--- src/sv/jse_pkg.sv ---
// Shared types and constants for the JSON string escaper.
// No dependencies; imported by the encoder, the byte emitter and the top level.
package jse_pkg;

   localparam int MaxBytes = 12;   // longest byte burst for one code unit
   localparam int CntW     = 4;    // holds 0..MaxBytes

   typedef logic [7:0] octet_type;

   // Characters used by the escapes
   localparam octet_type CharBslash = 8'h5c;
   localparam octet_type CharQuote  = 8'h22;
   localparam octet_type CharU      = 8'h75;
   localparam octet_type CharZero   = 8'h30;
   localparam octet_type CharB      = 8'h62;
   localparam octet_type CharF      = 8'h66;
   localparam octet_type CharN      = 8'h6e;
   localparam octet_type CharR      = 8'h72;
   localparam octet_type CharT      = 8'h74;

   // Control codes with short escapes
   localparam octet_type CtlBs = 8'h08;
   localparam octet_type CtlFf = 8'h0c;
   localparam octet_type CtlLf = 8'h0a;
   localparam octet_type CtlCr = 8'h0d;
   localparam octet_type CtlHt = 8'h09;

   // Bytes for one input transaction, first byte in data[0]
   typedef struct packed {
      logic [MaxBytes-1:0][7:0] data;
      logic [CntW-1:0]          count;
   } burst_type;

   // Emitter status toward the top level
   typedef struct packed {
      logic can_load;   // a new burst may be loaded this cycle
      logic busy;       // bytes still pending
   } emit_status_type;

endpackage

--- src/sv/json_string_escape_utf8_unit.sv ---
// JSON string body escaper: one UTF-16 code unit per req transaction in, the escaped
// UTF-8 bytes out, one byte per rsp transaction, rsp_tlast on the final byte of a unit.
// Depends on jse_pkg, jse_encode and jse_emit.
//
// A unit is registered on input, encoded combinationally into a burst of 0 to 12 bytes,
// and loaded into the result register, which then sends one byte per cycle while
// rsp_tready is high. A unit's burst holds 1 byte for ASCII, 2 to 4 for UTF-8, 2 or 6
// for escapes, and up to 12 when a held high surrogate is flushed as \uXXXX ahead of
// the next unit. The next unit is accepted in the same cycle the last byte of the
// current burst is taken, so plain ASCII streams at one unit per cycle while rsp_tready
// is high. A high surrogate that is not marked last produces no bytes: it is held until
// the next unit, which either pairs with it (one 4-byte sequence) or forces it out as a
// lowercase \uXXXX escape. Lone low surrogates and a high surrogate on the last unit are
// escaped the same way. Quotes around the string are not generated.
module json_string_escape_utf8_unit
   import jse_pkg::*;
(
   input  logic        clock,
   input  logic        reset,
   // input channel
   input  logic        req_tvalid,
   output logic        req_tready,
   input  logic [15:0] req_tdata,    // [15:0] code_unit
   input  logic        req_tlast,    // last_unit
   // result channel
   output logic        rsp_tvalid,
   input  logic        rsp_tready,
   output logic [7:0]  rsp_tdata,    // [7:0] out_byte
   output logic        rsp_tlast     // run_end
);

   // Input register
   logic            in_valid_ff, in_valid_in;
   logic [15:0]     in_unit_ff, in_unit_in;
   logic            in_last_ff, in_last_in;

   // Pending high surrogate
   logic            held_valid_ff, held_valid_in;
   logic [15:0]     held_high_ff, held_high_in;

   burst_type       burst;
   logic            hold_next;
   emit_status_type emit_status;
   logic            move;      // input register hands its unit to the result register
   logic            req_take;

   assign move       = in_valid_ff && emit_status.can_load;
   assign req_tready = !in_valid_ff || emit_status.can_load;
   assign req_take   = req_tvalid && req_tready;

   jse_encode u_encode (
      .held_valid (held_valid_ff),
      .held_high  (held_high_ff),
      .code_unit  (in_unit_ff),
      .last_unit  (in_last_ff),
      .burst      (burst),
      .hold_next  (hold_next)
   );

   jse_emit u_emit (
      .clock      (clock),
      .reset      (reset),
      .load       (move),
      .burst      (burst),
      .status     (emit_status),
      .rsp_tvalid (rsp_tvalid),
      .rsp_tready (rsp_tready),
      .rsp_tdata  (rsp_tdata),
      .rsp_tlast  (rsp_tlast)
   );

   always_comb begin
      in_valid_in = in_valid_ff;
      in_unit_in  = in_unit_ff;
      in_last_in  = in_last_ff;
      if (req_take) begin
         in_valid_in = 1'b1;
         in_unit_in  = req_tdata;
         in_last_in  = req_tlast;
      end else if (move) begin
         in_valid_in = 1'b0;
      end
   end

   // Hold state advances only when a unit is consumed by the encoder
   always_comb begin
      held_valid_in = held_valid_ff;
      held_high_in  = held_high_ff;
      if (move) begin
         held_valid_in = hold_next;
         held_high_in  = hold_next ? in_unit_ff : 16'h0000;
      end
   end

   always_ff @(posedge clock) begin
      if (reset) begin
         in_valid_ff   <= 1'b0;
         held_valid_ff <= 1'b0;
         held_high_ff  <= 16'h0000;
      end else begin
         in_valid_ff   <= in_valid_in;
         held_valid_ff <= held_valid_in;
         held_high_ff  <= held_high_in;
      end
      in_unit_ff <= in_unit_in;
      in_last_ff <= in_last_in;
   end

   // Only a high surrogate is ever held
   a_held_is_high: assert property (@(posedge clock) disable iff (reset)
      held_valid_ff |-> (held_high_ff[15:10] == 6'b110110))
      else $error("held unit is not a high surrogate");

   // The last unit of a string never leaves anything held
   a_last_clears: assert property (@(posedge clock) disable iff (reset)
      (move && in_last_ff) |=> !held_valid_ff)
      else $error("surrogate still held after last unit");

   // A pending unit is never overwritten before the encoder consumes it
   a_no_overwrite: assert property (@(posedge clock) disable iff (reset)
      (req_take && in_valid_ff) |-> move)
      else $error("input register overwritten");

   // Bytes are only presented while the emitter reports busy
   a_valid_busy: assert property (@(posedge clock) disable iff (reset)
      rsp_tvalid |-> emit_status.busy)
      else $error("result valid without pending burst");

endmodule

--- src/sv/jse_encode.sv ---
// Combinational encoder: one UTF-16 code unit plus held high surrogate to a byte burst.
// Depends on jse_pkg.
module jse_encode
   import jse_pkg::*;
(
   input  logic        held_valid,
   input  logic [15:0] held_high,
   input  logic [15:0] code_unit,
   input  logic        last_unit,
   output burst_type   burst,
   output logic        hold_next
);

   function automatic octet_type hex_digit(input logic [3:0] v);
      hex_digit = (v < 4'd10) ? (8'h30 + {4'b0, v}) : (8'h57 + {4'b0, v});
   endfunction

   function automatic logic [5:0][7:0] u_escape(input logic [15:0] u);
      logic [5:0][7:0] e;
      e[0] = CharBslash;
      e[1] = CharU;
      e[2] = hex_digit(u[15:12]);
      e[3] = hex_digit(u[11:8]);
      e[4] = hex_digit(u[7:4]);
      e[5] = hex_digit(u[3:0]);
      u_escape = e;
   endfunction

   logic            is_high;
   logic            is_low;
   logic [5:0][7:0] ub;
   logic [2:0]      ucnt;
   logic [20:0]     cp;

   assign is_high   = (code_unit[15:10] == 6'b110110);
   assign is_low    = (code_unit[15:10] == 6'b110111);
   assign hold_next = is_high && !last_unit;
   assign cp        = {1'b0, held_high[9:0], code_unit[9:0]} + 21'h10000;

   // Bytes for the unit on its own
   always_comb begin
      ub   = '0;
      ucnt = 3'd0;
      if (code_unit < 16'h0080) begin
         if (code_unit < 16'h0020 || code_unit[7:0] == CharQuote ||
             code_unit[7:0] == CharBslash) begin
            ub[0] = CharBslash;
            ucnt  = 3'd2;
            case (code_unit[7:0])
               CharQuote:  ub[1] = CharQuote;
               CharBslash: ub[1] = CharBslash;
               CtlBs:      ub[1] = CharB;
               CtlFf:      ub[1] = CharF;
               CtlLf:      ub[1] = CharN;
               CtlCr:      ub[1] = CharR;
               CtlHt:      ub[1] = CharT;
               default: begin
                  ub[1] = CharU;
                  ub[2] = CharZero;
                  ub[3] = CharZero;
                  ub[4] = hex_digit(code_unit[7:4]);
                  ub[5] = hex_digit(code_unit[3:0]);
                  ucnt  = 3'd6;
               end
            endcase
         end else begin
            ub[0] = code_unit[7:0];
            ucnt  = 3'd1;
         end
      end else if (code_unit < 16'h0800) begin
         ub[0] = 8'hc0 | {3'b0, code_unit[10:6]};
         ub[1] = 8'h80 | {2'b0, code_unit[5:0]};
         ucnt  = 3'd2;
      end else if (!is_high && !is_low) begin
         ub[0] = 8'he0 | {4'b0, code_unit[15:12]};
         ub[1] = 8'h80 | {2'b0, code_unit[11:6]};
         ub[2] = 8'h80 | {2'b0, code_unit[5:0]};
         ucnt  = 3'd3;
      end else if (is_high && !last_unit) begin
         ucnt = 3'd0;   // held, nothing yet
      end else begin
         ub   = u_escape(code_unit);
         ucnt = 3'd6;
      end
   end

   // Merge with a pending high surrogate
   always_comb begin
      burst.data  = '0;
      burst.count = '0;
      if (held_valid && is_low) begin
         burst.data[0] = 8'hf0 | {5'b0, cp[20:18]};
         burst.data[1] = 8'h80 | {2'b0, cp[17:12]};
         burst.data[2] = 8'h80 | {2'b0, cp[11:6]};
         burst.data[3] = 8'h80 | {2'b0, cp[5:0]};
         burst.count   = CntW'(4);
      end else if (held_valid) begin
         burst.data[5:0]  = u_escape(held_high);
         burst.data[11:6] = ub;
         burst.count      = CntW'(6) + CntW'(ucnt);
      end else begin
         burst.data[5:0] = ub;
         burst.count     = CntW'(ucnt);
      end
   end

endmodule

--- src/sv/jse_emit.sv ---
// Result register and byte serializer: sends a loaded burst one byte per transaction.
// Depends on jse_pkg.
module jse_emit
   import jse_pkg::*;
(
   input  logic            clock,
   input  logic            reset,
   input  logic            load,
   input  burst_type       burst,
   output emit_status_type status,
   output logic            rsp_tvalid,
   input  logic            rsp_tready,
   output logic [7:0]      rsp_tdata,
   output logic            rsp_tlast
);

   logic                     busy_ff, busy_in;
   logic [CntW-1:0]          idx_ff, idx_in;
   logic [CntW-1:0]          cnt_ff, cnt_in;
   logic [MaxBytes-1:0][7:0] buf_ff, buf_in;
   logic                     take;
   logic                     last_take;

   assign rsp_tvalid = busy_ff;
   assign rsp_tdata  = buf_ff[idx_ff];
   assign rsp_tlast  = (idx_ff == cnt_ff - CntW'(1));
   assign take       = busy_ff && rsp_tready;
   assign last_take  = take && rsp_tlast;

   assign status.busy     = busy_ff;
   assign status.can_load = !busy_ff || last_take;

   always_comb begin
      busy_in = busy_ff;
      idx_in  = idx_ff;
      cnt_in  = cnt_ff;
      buf_in  = buf_ff;
      if (load) begin
         busy_in = (burst.count != '0);
         idx_in  = '0;
         cnt_in  = burst.count;
         buf_in  = burst.data;
      end else if (last_take) begin
         busy_in = 1'b0;
      end else if (take) begin
         idx_in = idx_ff + CntW'(1);
      end
   end

   always_ff @(posedge clock) begin
      if (reset) begin
         busy_ff <= 1'b0;
         idx_ff  <= '0;
         cnt_ff  <= '0;
      end else begin
         busy_ff <= busy_in;
         idx_ff  <= idx_in;
         cnt_ff  <= cnt_in;
      end
      buf_ff <= buf_in;
   end

endmodule

--- config.mk ---
export PLATFORM = sky130hd
export DESIGN_NAME = json_string_escape_utf8_unit
export DESIGN_NICKNAME = d
export VERILOG_FILES = /design/src/sv/jse_pkg.sv /design/src/sv/json_string_escape_utf8_unit.sv /design/src/sv/jse_encode.sv /design/src/sv/jse_emit.sv
export SDC_FILE = /design/constraint.sdc
export NUM_CORES = 1
export LEC_CHECK = 0
export BUFFER_PORTS_ARGS = -buffer_cell sky130_fd_sc_hd__buf_2
export CORE_ASPECT_RATIO = 1.75
export CORE_MARGIN = 5
export CORE_UTILIZATION = 56
export DETAILED_ROUTE_END_ITERATION = 16
export PLACE_DENSITY = 0.77
export SETUP_SLACK_MARGIN = 0.5
export SLEW_MARGIN = 20
export SYNTH_ARGS = -nofsm -noshare
export SYNTH_HDL_FRONTEND = slang
export SYNTH_SLANG_ARGS = --single-unit
--- constraint.sdc ---
create_clock -name clock -period 3.15 [get_ports clock]
set_input_delay 0.1575 -clock clock [delete_from_list [all_inputs] [get_ports clock]]
set_output_delay 0.1575 -clock clock [all_outputs]
set_load 0.1 [all_outputs]
==> impl_results.md, run 1 <==
- Outcome: finished clean
- Yosys warning count: 0
- Power share of the sequential group: 0.464
- Post-synthesis async set-or-reset flop share: 0
- Min-Delay Startpoint: req_tvalid
- Sum of negative setup slack: 0 ps
- Initial DRC count: 724
- Number of cells on the worst reg-to-reg path: 11
- Critical Path Source Type: register
- Ant. Diodes: 0
- I/O Pins: 32
- Port Buffer Count: 31
- Final-report max-slew violation count: 0
- Worst Setup EP: u_emit.rsp_tvalid
- Filler instances: 933
- R2R Path End: u_emit.rsp_tvalid
- Num CTS Buffers: 17
- Critical Path Slowest Stage Cell: o41a_1
- Antenna violations before repair: 0
- Non-filler instance count after layout: 887
- Number of distinct standard cells referenced by the synthesized netlist: 66
- Combined area of all synthesized cells: 7080 um^2
- Number of cells produced by synthesis: 621
- Sum of net half-perimeters after detailed placement: 15.3 mm
- Via density per instance: 6.45
- Die Y: 159 um
- Total count of hold-check failures in the final report: 0
- Routed wl met3: 1.61 mm
- Final estimated routing congestion in global placement: 0.984
- Leading cell types in the layout, fill and taps excluded: edfxtp_1 (108), nor2_1 (55), buf_4 (52)
- Worst-path cell chain: inv_2 > ha_4 > a211o_1 > a2111oi_4 > o2111ai_2 > and2_4 > inv_2 > ha_4 > and2_4 > a21oi_1 > o41a_1
- Fin Clk Skew: 10.9 ps
- Synthesis-stage register bit count: 135
- Detailed route wirelength on metal2: 11.0 mm
- Horizontal die dimension: 95.0 um
- Clock latency reported for the late side of the worst-skew pair: 430 ps
- Routed wire per std cell: 24.0 um
- Post-synth top flop: edfxtp_1
- Setup repair after global routing missed its margin: true
- Worst IR Drop VDD: 0.385 mV
- Number of cells in the design after placement: 824
- Gr ovfl total: 0
- Worst hold margin: 1.22 ps
- Standard-cell rows: 54
- Wire length of the first global-routing pass: 32.1 mm
- GRT Util Overall: 0.290
- Worst setup path startpoint: in_unit_ff[12]
- Cell area power density: 504 nW/um^2
- Setup-violating endpoint count in the final report: 0
- Maximum level of the CTS H-tree: 4
- Cell area after layout: 8650 um^2
- Worst min-delay path class: input pin to register
- Design internal power: 3.25 mW
- Arrival time at the worst endpoint: 2960 ps
- Mean area per synthesized cell: 11.4 um^2
- Most common cell after layout, fill and taps aside: edfxtp_1
- Clock tree from TritonCTS: built
- Instance area at placement: 7680 um^2
- Root buffer selected by CTS: clkbuf_16
- Fraction of the yosys area taken by sequential cells: 0.534
- Antenna violation net count after detailed routing: 0
- Category of cells accounting for the largest share of critical-path delay: compound AO/OA/AOI/OAI gates
- Power share of the combinational group: 0.105
- Leakage: 3.24 nW
- Placeable core region: 12400 um^2
- Critical register-to-register path startpoint: in_unit_ff[12]
- Syn Nets: 664
- Slew at the pin closest to its max-slew limit: 659 ps
- Data required, critical path: 3460 ps
- Number of clock sinks seen by CTS: 135
- Stages on worst setup path: 11
- Net Switching: 1.11 mW
- DRC: 0
- Ratio of cells with drive above 1 in the final layout: 0.259
- Slack of the worst reg-to-reg path: 500 ps
- Sw frac: 0.255
- Final-stage net count: 749
- Max-cap viol count: 0
- Maximum operating frequency: 377 MHz
- Crit path time final: 2650 ps
- Uppermost layer routed: met4
- Delay of the slowest cell on the worst path: 390 ps
- Synth-to-Final Area Change: 22.2%
- Clock slew seen by the registers of the worst setup and hold paths: 60 ps
- Router iterations before antenna repair: 6
- Wire length reported by the detailed router: 21.3 mm
- Worst setup EP type: register
- Total power draw: 4.36 mW
- Maximum fanout along the worst path: 3
- Area enclosed by the die boundary: 15100 um^2
- Via count: 5717
- Post-route fraction of the period consumed by the critical path: 0.843
- Rel. slew slack: 0.556
- Share of power burned in the clock network: 0.431
- Starting density of the core: 0.570
- Pin count of the biggest net entering global routing: 57
- Via count of the first global-routing pass: 5666
- M1 wire length: 6.93 mm
- Number of synthesized flops with an enable pin: 108
- Critical path buffers and inverters: 2
- Category of the most critical setup path: register to register
- Clock Path Buffers: 2
==> worst register-to-register path, stage by stage, from the launching register on <==
cell	delay (ps)
edfxtp_1	380
inv_2	70
ha_4	160
a211o_1	300
a2111oi_4	370
o2111ai_2	260
and2_4	240
inv_2	70
ha_4	120
and2_4	130
a21oi_1	50
o41a_1	390
==> cell usage after synthesis, types with 4 or more instances <==
cell type | instances | share of area
a21oi_1 | 48 | 0.034
nor2_1 | 57 | 0.030
a211o_1 | 4 | 0.0049
a22o_1 | 15 | 0.019
dfxtp_1 | 27 | 0.076
nand2b_1 | 7 | 0.0062
o21ai_0 | 30 | 0.021
o31ai_1 | 4 | 0.0042
clkbuf_1 | 23 | 0.012
mux4_2 | 22 | 0.070
mux2i_1 | 9 | 0.013
nand2_1 | 40 | 0.021
edfxtp_1 | 108 | 0.46
inv_1 | 41 | 0.022
o22ai_1 | 27 | 0.024
buf_2 | 7 | 0.0049
o32ai_1 | 4 | 0.0049
and2_1 | 6 | 0.0053
xnor2_1 | 15 | 0.019
nor3_1 | 11 | 0.0078
a2bb2oi_1 | 5 | 0.0062
ha_1 | 22 | 0.039
nor2b_1 | 4 | 0.0035
a22oi_1 | 6 | 0.0064
nand3_1 | 13 | 0.0092
a21o_1 | 6 | 0.0064
==> registers in the layout, summed over array words and instances, names as in the netlist <==
register / cells
u_emit.cnt_ff: 4
in_unit_ff: 16
u_emit.idx_ff: 4
u_emit.rsp_tvalid: 1
held_valid_ff: 1
in_valid_ff: 1
in_last_ff: 1
u_emit.buf_ff: 91
held_high_ff: 16
==> metal layers <==
layer | GRT usage | vias to the layer above
met5 | 0 | -
met3 | 0.0691 | 112
met2 | 0.501 | 343
met1 | 0.310 | 2752
li1 | - | 2510
met4 | 0.179 | 0
==> metrics by stage <==
step           utilization  worst slack [ps]
2_1_floorplan            -               504
3_3_place_gp         0.618               274
3_5_place_dp         0.618               210
4_1_cts              0.684               395
5_1_grt              0.696               407
6_report             0.696               496
==> worst min path at each step <==
stage,to,slack (ps),depth (start not counted)
global route,in_valid_ff,8,3
finish,in_valid_ff,1,3
global placement,in_unit_ff[4],330,1
detailed placement,in_unit_ff[15],340,1
floorplan,in_last_ff,260,0
CTS,in_valid_ff,6,3
==> power by group through the flow <==
stage	registers (mW)	logic [mW]	clock network, mW
global placement	2.06	0.397	0
detailed placement	2.06	0.401	0
finish	2.02	0.460	1.88
CTS	2.02	0.430	1.88
floorplan	2.05	0.278	0
global route	2.03	0.486	1.96
==> logic make-up (layout without fill, tap and decap cells) <==
logic type,after synthesis,count (layout),synth area share
AO/OA/AOI/OAI,175,175,0.162
buffers and inverters,80,178,0.0468
AND/OR/NAND/NOR,158,158,0.109
flip-flops,135,135,0.534
multiplexers,32,32,0.0843
adder cells (fa/ha/maj),22,22,0.0389
XOR/XNOR,19,19,0.0254
==> area by class of cell <==
cell class	instances	area, um^2	area share
multi-input combinational	406	3120	0.361
tap	168	210	0.0243
inverter	43	188	0.0217
clock buffer	19	433	0.0500
timing repair buffer	103	791	0.0914
sequential	135	3790	0.438
clock inverter	13	123	0.0142
==> what timing repair did <==
action,in CTS,in global routing
pin swaps,5,11
endpoints found under the setup margin,33,106
hold buffers,17,0
buffers inserted,7,6
endpoints found under the hold margin,17,0
gates cloned,0,1
gates resized for setup,9,29
No activity file was read; power rests on OpenSTA's default activity.
==> run 2, diff against run 1 <==
--- a/config.mk
+++ b/config.mk
@@ -8,9 +8,9 @@
 export BUFFER_PORTS_ARGS = -buffer_cell sky130_fd_sc_hd__buf_2
 export CORE_ASPECT_RATIO = 1.75
 export CORE_MARGIN = 5
-export CORE_UTILIZATION = 56
+export CORE_UTILIZATION = 60
 export DETAILED_ROUTE_END_ITERATION = 16
-export PLACE_DENSITY = 0.77
+export PLACE_DENSITY = 0.79
 export SETUP_SLACK_MARGIN = 0.5
 export SLEW_MARGIN = 20
 export SYNTH_ARGS = -nofsm -noshare
==> constraint.sdc (replaced) <==
create_clock -name clock -period 2.6 [get_ports clock]
set_input_delay 0.13 -clock clock [delete_from_list [all_inputs] [get_ports clock]]
set_output_delay 0.13 -clock clock [all_outputs]
set_load 0.1 [all_outputs]
==> run 2 against run 1 <==
The run now fails in global routing (5_1_grt). Synthesized area stayed put. Synthesized cell count is the same.
==> impl_results.md, run 2 <==
- Num CTS Buffers: 17 (unchanged)
- Clock Path Buffers: 2 (unchanged)
- Ranking of synthesized cells by instance count: edfxtp_1 (108), nor2_1 (57), a21oi_1 (48)
- Step where the flow halted: global routing (5_1_grt)
- Yosys warning count: 0 (unchanged)
- Worst endpoint from the post-global-route timing repair: u_emit.rsp_tvalid$_SDFFE_PP0P_/D
- Horizontal die dimension: 92.1 um (-3.0%)
- Final estimated routing congestion in global placement: 0.996 (+1.2%)
- Worst endpoint kind after the last repair: register input
- Starting density of the core: 0.611 (+0.0418)
- Mean area per synthesized cell: 11.4 um^2 (unchanged)
- Fraction of the yosys area taken by sequential cells: 0.534 (unchanged)
- Post-synth top flop: edfxtp_1
- Combined area of all synthesized cells: 7080 um^2 (unchanged)
- Syn Nets: 664 (unchanged)
- First error: [ERROR DPL-0038] Utilization greater than 100%, impossible to legalize
- Synthesis-stage register bit count: 135 (unchanged)
- Standard-cell rows: 52 (-3.7%)
- Port Buffer Count: 31 (unchanged)
- Sum of net half-perimeters after detailed placement: 16.5 mm (+8.3%)
- Number of distinct standard cells referenced by the synthesized netlist: 66 (unchanged)
- Post-synth top area share: 0.458 (unchanged)
- Dominant cell type by area after synthesis: edfxtp_1
- I/O Pins: 32 (unchanged)
- Number of clock sinks seen by CTS: 135 (unchanged)
- Maximum level of the CTS H-tree: 4 (unchanged)
- Root buffer selected by CTS: clkbuf_16
- Outcome: did not finish
- Instance area at placement: 8210 um^2 (+6.9%)
- Die Y: 154 um (-3.2%)
- Most repeated cell in the gate-level netlist after synthesis: edfxtp_1
- Pin count of the biggest net entering global routing: 31
- Post-synthesis async set-or-reset flop share: 0 (unchanged)
- Main area contributors after synthesis: edfxtp_1 (46%), dfxtp_1 (7.6%), mux4_2 (7.0%)
- Number of cells produced by synthesis: 621 (unchanged)
- Number of synthesized flops with an enable pin: 108 (unchanged)
==> run 2: through the flow <==
stage	setup TNS (ps)	hold WS, ps	utilization	worst slack (ps)	instances
after detailed placement	-71.1	308	0.709	-50.2	819
after CTS	0	16.2	0.928	101	965
after global placement	0	307	0.709	28.7	819
after floorplan	0	229	-	160	621
==> run 2: logic make-up after synthesis <==
kind of cell | Yosys count | share of synthesized area
AO/OA/AOI/OAI | 175 | 0.162
AND/OR/NAND/NOR | 158 | 0.109
flip-flops | 135 | 0.534
buffers and inverters | 80 | 0.0468
multiplexers | 32 | 0.0843
adder cells (fa/ha/maj) | 22 | 0.0389
XOR/XNOR | 19 | 0.0254
==> run 2: timing repair <==
item	CTS
pin swaps	51
gates cloned	16
endpoints found under the setup margin	217
hold buffers	18
buffers inserted	80
endpoints found under the hold margin	18
gates resized for setup	191
==> run 3, diff against run 2 <==
--- a/config.mk
+++ b/config.mk
@@ -6,12 +6,10 @@
 export NUM_CORES = 1
 export LEC_CHECK = 0
 export BUFFER_PORTS_ARGS = -buffer_cell sky130_fd_sc_hd__buf_2
-export CORE_ASPECT_RATIO = 1.75
 export CORE_MARGIN = 5
-export CORE_UTILIZATION = 60
+export CORE_UTILIZATION = 40
 export DETAILED_ROUTE_END_ITERATION = 16
-export PLACE_DENSITY = 0.79
-export SETUP_SLACK_MARGIN = 0.5
+export PLACE_DENSITY_LB_ADDON = 0.15
 export SLEW_MARGIN = 20
 export SYNTH_ARGS = -nofsm -noshare
 export SYNTH_HDL_FRONTEND = slang
==> run 3 against run 2 <==
The flow now finishes without violations.
==> impl_results.md, run 3 (synthesis results as in run 1) <==
- Outcome: finished clean
- Cell area power density: 605 nW/um^2
- Final-report max-slew violation count: 0
- Share of the core filled with cells in the final layout: 0.514
- R2R Path End: u_emit.buf_ff[4]
- Category of the most critical setup path: register to register
- Routed wire per std cell: 21.2 um
- Area enclosed by the die boundary: 20500 um^2
- Port Buffer Count: 31 (unchanged)
- Horizontal die dimension: 143 um (+55%)
- Maximum level of the CTS H-tree: 4 (unchanged)
- Critical Path Source Type: register
- Clock Path Buffers: 2 (unchanged)
- Placeable core region: 17400 um^2
- Clock slew seen by the registers of the worst setup and hold paths: 60 ps
- Worst setup EP type: register
- Number of cells in the design after placement: 914 (+12%)
- Crit path time final: 2510 ps
- Post-route setup slack: 89.3 ps
- Antenna violation net count after detailed routing: 0
- Clock latency reported for the late side of the worst-skew pair: 420 ps
- Data required, critical path: 2760 ps
- Share of power burned in the clock network: 0.442
- Total count of hold-check failures in the final report: 0
- Setup-violating endpoint count in the final report: 0
- Design internal power: 4.04 mW
- Via count of the first global-routing pass: 5376
- Clock tree from TritonCTS: built
- Max-cap viol count: 0
- Synth-to-Final Area Change: 25.9%
- Post-route fraction of the period consumed by the critical path: 0.966
- Flip-flop count of the largest register after layout: 91
- Standard-cell rows: 48 (-7.7%)
- Worst setup path startpoint: in_unit_ff[12]
- Final-stage net count: 772
- Pin count of the biggest net entering global routing: 55
- Worst Setup EP: u_emit.buf_ff[4]
- DRC: 0
- Setup repair after global routing missed its margin: true
- Ant. Diodes: 0
- Root buffer selected by CTS: clkbuf_16
- Slack of the worst reg-to-reg path: 90 ps
- Final estimated routing congestion in global placement: 0.895 (-10%)
- Die Y: 143 um (-6.9%)
- Wire length of the first global-routing pass: 32.0 mm
- Via density per instance: 5.67
- Most common cell after layout, fill and taps aside: edfxtp_1
- Worst min-delay path class: input pin to register
- Power share of the sequential group: 0.453
- Fin Clk Skew: 9.84 ps
- Maximum fanout along the worst path: 5
- Antenna violations before repair: 0
- Number of cells on the worst reg-to-reg path: 9
- Number of clock sinks seen by CTS: 135 (unchanged)
- Initial DRC count: 432
- Sum of net half-perimeters after detailed placement: 15.2 mm (-8.0%)
- Gr ovfl total: 0
- Maximum operating frequency: 398 MHz
- Starting density of the core: 0.408 (-0.203)
- Top register by number of flip-flops: u_emit.buf_ff
- Non-filler instance count after layout: 967
- Leading cell types in the layout, fill and taps excluded: edfxtp_1 (108), buf_4 (71), nor2_1 (55)
- Slew at the pin closest to its max-slew limit: 763 ps
- Sum of negative setup slack: 0 ps
- Worst IR Drop VDD: 0.462 mV
- Wire length reported by the detailed router: 20.5 mm
- Top Registers: u_emit.buf_ff: 91 flops, held_high_ff: 16 flops, in_unit_ff: 16 flops
- Total power draw: 5.39 mW
- Num CTS Buffers: 17 (unchanged)
- GRT Util Overall: 0.207
- Arrival time at the worst endpoint: 2670 ps
- Via count: 5479
- Setup slack at placement: -54.9 ps (-4.73 ps)
- Net Switching: 1.35 mW
- Sw frac: 0.251
- Ratio of cells with drive above 1 in the final layout: 0.261
- Power share of the combinational group: 0.105
- Leakage: 3.39 nW
- Router iterations before antenna repair: 5
- Rel. slew slack: 0.486
- I/O Pins: 32 (unchanged)
- Critical register-to-register path startpoint: in_unit_ff[12]
[run 3: stage by stage]
| step | instance area [um^2] | hold slack (ps) |
|---|---|---|
| finish | 8910 | 42.3 |
| global route | 8910 | 38.3 |
| CTS | 8820 | 4.11 |
| detailed placement | 8060 | 308 |
| global placement | 8060 | 307 |
| floorplan | 7160 | 229 |
[run 3: area by class of cell]
| type | count | area (um^2) |
|---|---|---|
| clock buffers | 18 | 429 |
| clock inverters | 14 | 150 |
| fillers | 1534 | 8440 |
| inverters | 43 | 169 |
| multi-input cells | 406 | 3090 |
| flip-flops and latches | 135 | 3790 |
| well taps | 225 | 282 |
| repair buffers | 126 | 1010 |
[run 3: per-layer routing]
metal  part of all wire  GRT usage  vias to the layer above
met5                  0          0                        -
met4              0.018     0.0565                        0
met3              0.056     0.0382                       27
met2               0.46      0.317                      188
met1               0.47      0.303                     2708
li1                   -          -                     2556
[run 3: critical path: stages (launching register included)]
cell and delay (ps):
edfxtp_1 340, inv_1 60, ha_2 200, a211o_4 350, a2111oi_4 290, o2111ai_2 200
buf_4 170, buf_4 150, o21ai_0 390, nand2_1 100
[run 3: worst min-delay path by stage]
| stage | from | endpoint | slack, ps | depth (start not counted) |
|---|---|---|---|---|
| finish | reset | u_emit.cnt_ff[0] | 40 | 2 |
| global route | reset | u_emit.cnt_ff[2] | 40 | 2 |
| CTS | reset | u_emit.cnt_ff[2] | 4 | 2 |
| detailed placement | req_tdata[4] | in_unit_ff[4] | 310 | 1 |
| global placement | req_tdata[8] | in_unit_ff[8] | 310 | 1 |
| floorplan | req_tlast | in_last_ff | 230 | 0 |
[run 3: what timing repair did]
| action | in CTS | in global routing |
|---|---|---|
| endpoints found under the setup margin | 3 | 29 |
| hold buffers | 18 | 0 |
| setup buffers | 0 | 2 |
| hold endpoints to repair | 18 | 0 |
| gates cloned | 0 | 1 |
| resized for setup | 1 | 12 |
| pin swaps | 1 | 4 |
[run 3: power by group through the flow]
stage,registers (mW),logic [mW],clock network (mW)
floorplan,2.48,0.338,0
global placement,2.48,0.532,0
detailed placement,2.48,0.535,0
CTS,2.44,0.557,2.43
global route,2.45,0.612,2.52
finish,2.44,0.568,2.38
==> run 4, diff against run 3 <==
--- a/config.mk
+++ b/config.mk
@@ -9,7 +9,7 @@
 export CORE_MARGIN = 5
 export CORE_UTILIZATION = 40
 export DETAILED_ROUTE_END_ITERATION = 16
-export PLACE_DENSITY_LB_ADDON = 0.15
+export PLACE_DENSITY = 0.54
 export SLEW_MARGIN = 20
 export SYNTH_ARGS = -nofsm -noshare
 export SYNTH_HDL_FRONTEND = slang
==> run 4 against run 3 <==
Flip-flop and latch count unchanged. Core utilization increased by 0.77 points. Critical path depth increased by 1. Clock power increased by 6%. Count of clock-buffer cells in the layout unchanged. Hold slack got worse by 15 ps. Routed wire length increased by 1.3%. Sequential share of layout area decreased by 0.63 points. Fmax decreased by 1.2%. Sequential power about the same. First-iteration DRC count increased by 16%. Largest power group is now the clock network. Highest routed layer unchanged.
==> impl_results.md, run 4 (synthesis results as in run 1) <==
- Gr ovfl total: 0 (unchanged)
- Worst-path cell chain: inv_1 > ha_1 > and4bb_2 > o31a_1 > nor4_4 > a21oi_2 > ha_4 > and2_1 > a21oi_1 > o41a_1
- Placeable core region: 17400 um^2 (unchanged)
- I/O Pins: 32 (unchanged)
- Category of cells accounting for the largest share of critical-path delay: compound AO/OA/AOI/OAI gates
- Via count: 5546 (+1.2%)
- Number of clock sinks seen by CTS: 135 (unchanged)
- Total power draw: 5.54 mW (+2.7%)
- Initial DRC count: 501 (+16%)
- Maximum level of the CTS H-tree: 4 (unchanged)
- Clock tree from TritonCTS: built
- Synth-to-Final Area Change: 27.8%
- Filler instances: 1486 (-3.1%)
- Leakage: 3.44 nW (+1.6%)
- Router iterations before antenna repair: 5 (unchanged)
- Slack of the worst reg-to-reg path: 60 ps (-30 ps)
- Maximum fanout along the worst path: 7 (+2)
- Slew at the pin closest to its max-slew limit: 815 ps (+51.2 ps)
- Number of cells on the worst reg-to-reg path: 10 (+1)
- Root buffer selected by CTS: clkbuf_16
- Rel. slew slack: 0.451 (-0.0345)
- Met1 capacity usage during global routing: 0.289 (-0.0139)
- Setup-violating endpoint count in the final report: 0 (unchanged)
- Num CTS Buffers: 17 (unchanged)
- Critical Path Source Type: register
- Final-stage net count: 779 (+0.91%)
- Die Y: 143 um (unchanged)
- Via density per instance: 5.69 (+0.50%)
- Critical register-to-register path startpoint: in_unit_ff[4]
- Routed wire per std cell: 21.3 um (+0.59%)
- Clock slew seen by the registers of the worst setup and hold paths: 60 ps (about the same)
- Port Buffer Count: 31 (unchanged)
- GRT Util Overall: 0.207 (-0.000321)
- Worst setup path startpoint: in_unit_ff[4]
- Category of the most critical setup path: register to register
- Area enclosed by the die boundary: 20500 um^2 (unchanged)
- Critical path buffers and inverters: 1 (-2)
- Global routing usage on met2: 0.325 (+0.00791)
- R2R Path End: u_emit.rsp_tvalid
- Crit path time final: 2540 ps (+30.5 ps)
- Register cell area after layout: 3790 um^2 (unchanged)
- Data required, critical path: 2910 ps (+150 ps)
- Worst hold margin: 27.5 ps (-14.8 ps)
- Highest-utilization routing layer at the global route stage: met2
- Fin Clk Skew: 9.29 ps (-0.547 ps)
- Maximum operating frequency: 394 MHz (-1.2%)
- Total count of hold-check failures in the final report: 0 (unchanged)
- Setup repair after global routing missed its margin: true
- Clock latency reported for the late side of the worst-skew pair: 430 ps (about the same)
- Ratio of cells with drive above 1 in the final layout: 0.276 (+0.0149)
- Leading cell types in the layout, fill and taps excluded: edfxtp_1 (108), buf_4 (78), nor2_1 (55)
- Stages on worst setup path: 10 (+1)
- Standard-cell rows: 48 (unchanged)
- Ant. Diodes: 0 (unchanged)
- Worst IR Drop VDD: 0.486 mV (+5.1%)
- Wire length of the first global-routing pass: 31.7 mm (-0.75%)
- Flip-flop count of the largest register after layout: 91 (unchanged)
- Top Registers: u_emit.buf_ff: 91 flops, held_high_ff: 16 flops, in_unit_ff: 16 flops
- Horizontal die dimension: 143 um (unchanged)
- Outcome: finished clean
- Final-report max-slew violation count: 0 (unchanged)
- Antenna violation net count after detailed routing: 0 (unchanged)
- Post-route fraction of the period consumed by the critical path: 0.977 (+0.0117)
- Pin count of the biggest net entering global routing: 48 (-13%)
- Delay of the slowest cell on the worst path: 400 ps (about the same)
- Via count of the first global-routing pass: 5439 (+1.2%)
- Max-cap viol count: 0 (unchanged)
- Sum of negative setup slack: 0 ps (unchanged)
- Antenna violations before repair: 0 (unchanged)
- Final estimated routing congestion in global placement: 0.941 (+5.2%)
- Worst setup EP type: register
- Footprint of the multi-input gates: 3140 um^2 (+1.6%)
- Worst min-delay path class: input pin to register
- Most common cell after layout, fill and taps aside: edfxtp_1
- Worst Setup EP: u_emit.rsp_tvalid
- DRC: 0 (unchanged)
- Top register by number of flip-flops: u_emit.buf_ff
- Cell area power density: 612 nW/um^2 (+1.2%)
- Critical Path Slowest Stage Cell: o41a_1
- Arrival time at the worst endpoint: 2850 ps (+180 ps)
- Sum of net half-perimeters after detailed placement: 15.1 mm (-1.0%)
- Fraction of met3 tracks used by global routing: 0.0425 (+0.00435)
- Starting density of the core: 0.408 (unchanged)
- Wire length reported by the detailed router: 20.8 mm (+1.3%)
- Clock Path Buffers: 2 (unchanged)
==> run 4: worst reg2reg max path, delay by kind of cell, from the launching register on <==
family          cells  cell delay (ps)
compound gates      4              720
fa+ha+maj           2              510
buf+inv             1              110
flops               1              350
simple gates        3              720
==> run 4: area by class of cell <==
| type | count | area share |
|---|---|---|
| repair buffers | 133 | 0.118 |
| multi-input cells | 406 | 0.347 |
| well taps | 225 | 0.0311 |
| clock buffers | 18 | 0.0474 |
| clock inverters | 14 | 0.0201 |
| flip-flops and latches | 135 | 0.419 |
| inverters | 43 | 0.0187 |
==> run 4: repair_timing <==
item,in CTS,in global routing
endpoints found under the setup margin,1,37
buffers inserted,1,9
pin swaps,2,9
hold endpoints to repair,18,0
hold buffers,18,0
cloned,0,1
resized for setup,0,26
==> run 4: worst min-delay path by stage <==
stage | endpoint | from | cells past startpoint | slack, ps
after floorplan | in_last_ff | req_tlast | 0 | 230
after global placement | in_unit_ff[11] | req_tdata[11] | 1 | 310
after detailed placement | in_unit_ff[7] | req_tdata[7] | 1 | 310
after CTS | u_emit.cnt_ff[0] | reset | 2 | 6
after global routing | u_emit.cnt_ff[2] | reset | 2 | 50
final | u_emit.cnt_ff[0] | reset | 2 | 30
==> run 4: power breakdown <==
group | internal (mW) | total [mW] | leakage (nW) | switching (mW)
clock | 1.59 | 2.52 | 0.290 | 0.923
combinational | 0.226 | 0.585 | 1.85 | 0.360
sequential | 2.41 | 2.44 | 1.30 | 0.0321
==> run 4: per-stage QoR <==
step	instance area [um^2]	worst slack [ps]	cells	util
2_1_floorplan	7160	1.90	621	-
3_3_place_gp	8060	38.2	913	0.464
3_5_place_dp	8060	-3.08	913	0.464
4_1_cts	8850	28.8	964	0.510
5_1_grt	9050	-44.7	974	0.521
6_report	9050	58.8	974	0.521
==> run 4: per-layer routing <==
| metal | wire length [um] | part of all wire | vias to the layer above |
|---|---|---|---|
| met3 | 1410 | 0.068 | 47 |
| met5 | 0 | 0 | - |
| met4 | 522 | 0.025 | 0 |
| met2 | 9550 | 0.46 | 222 |
| met1 | 9280 | 0.45 | 2701 |
| li1 | - | - | 2576 |
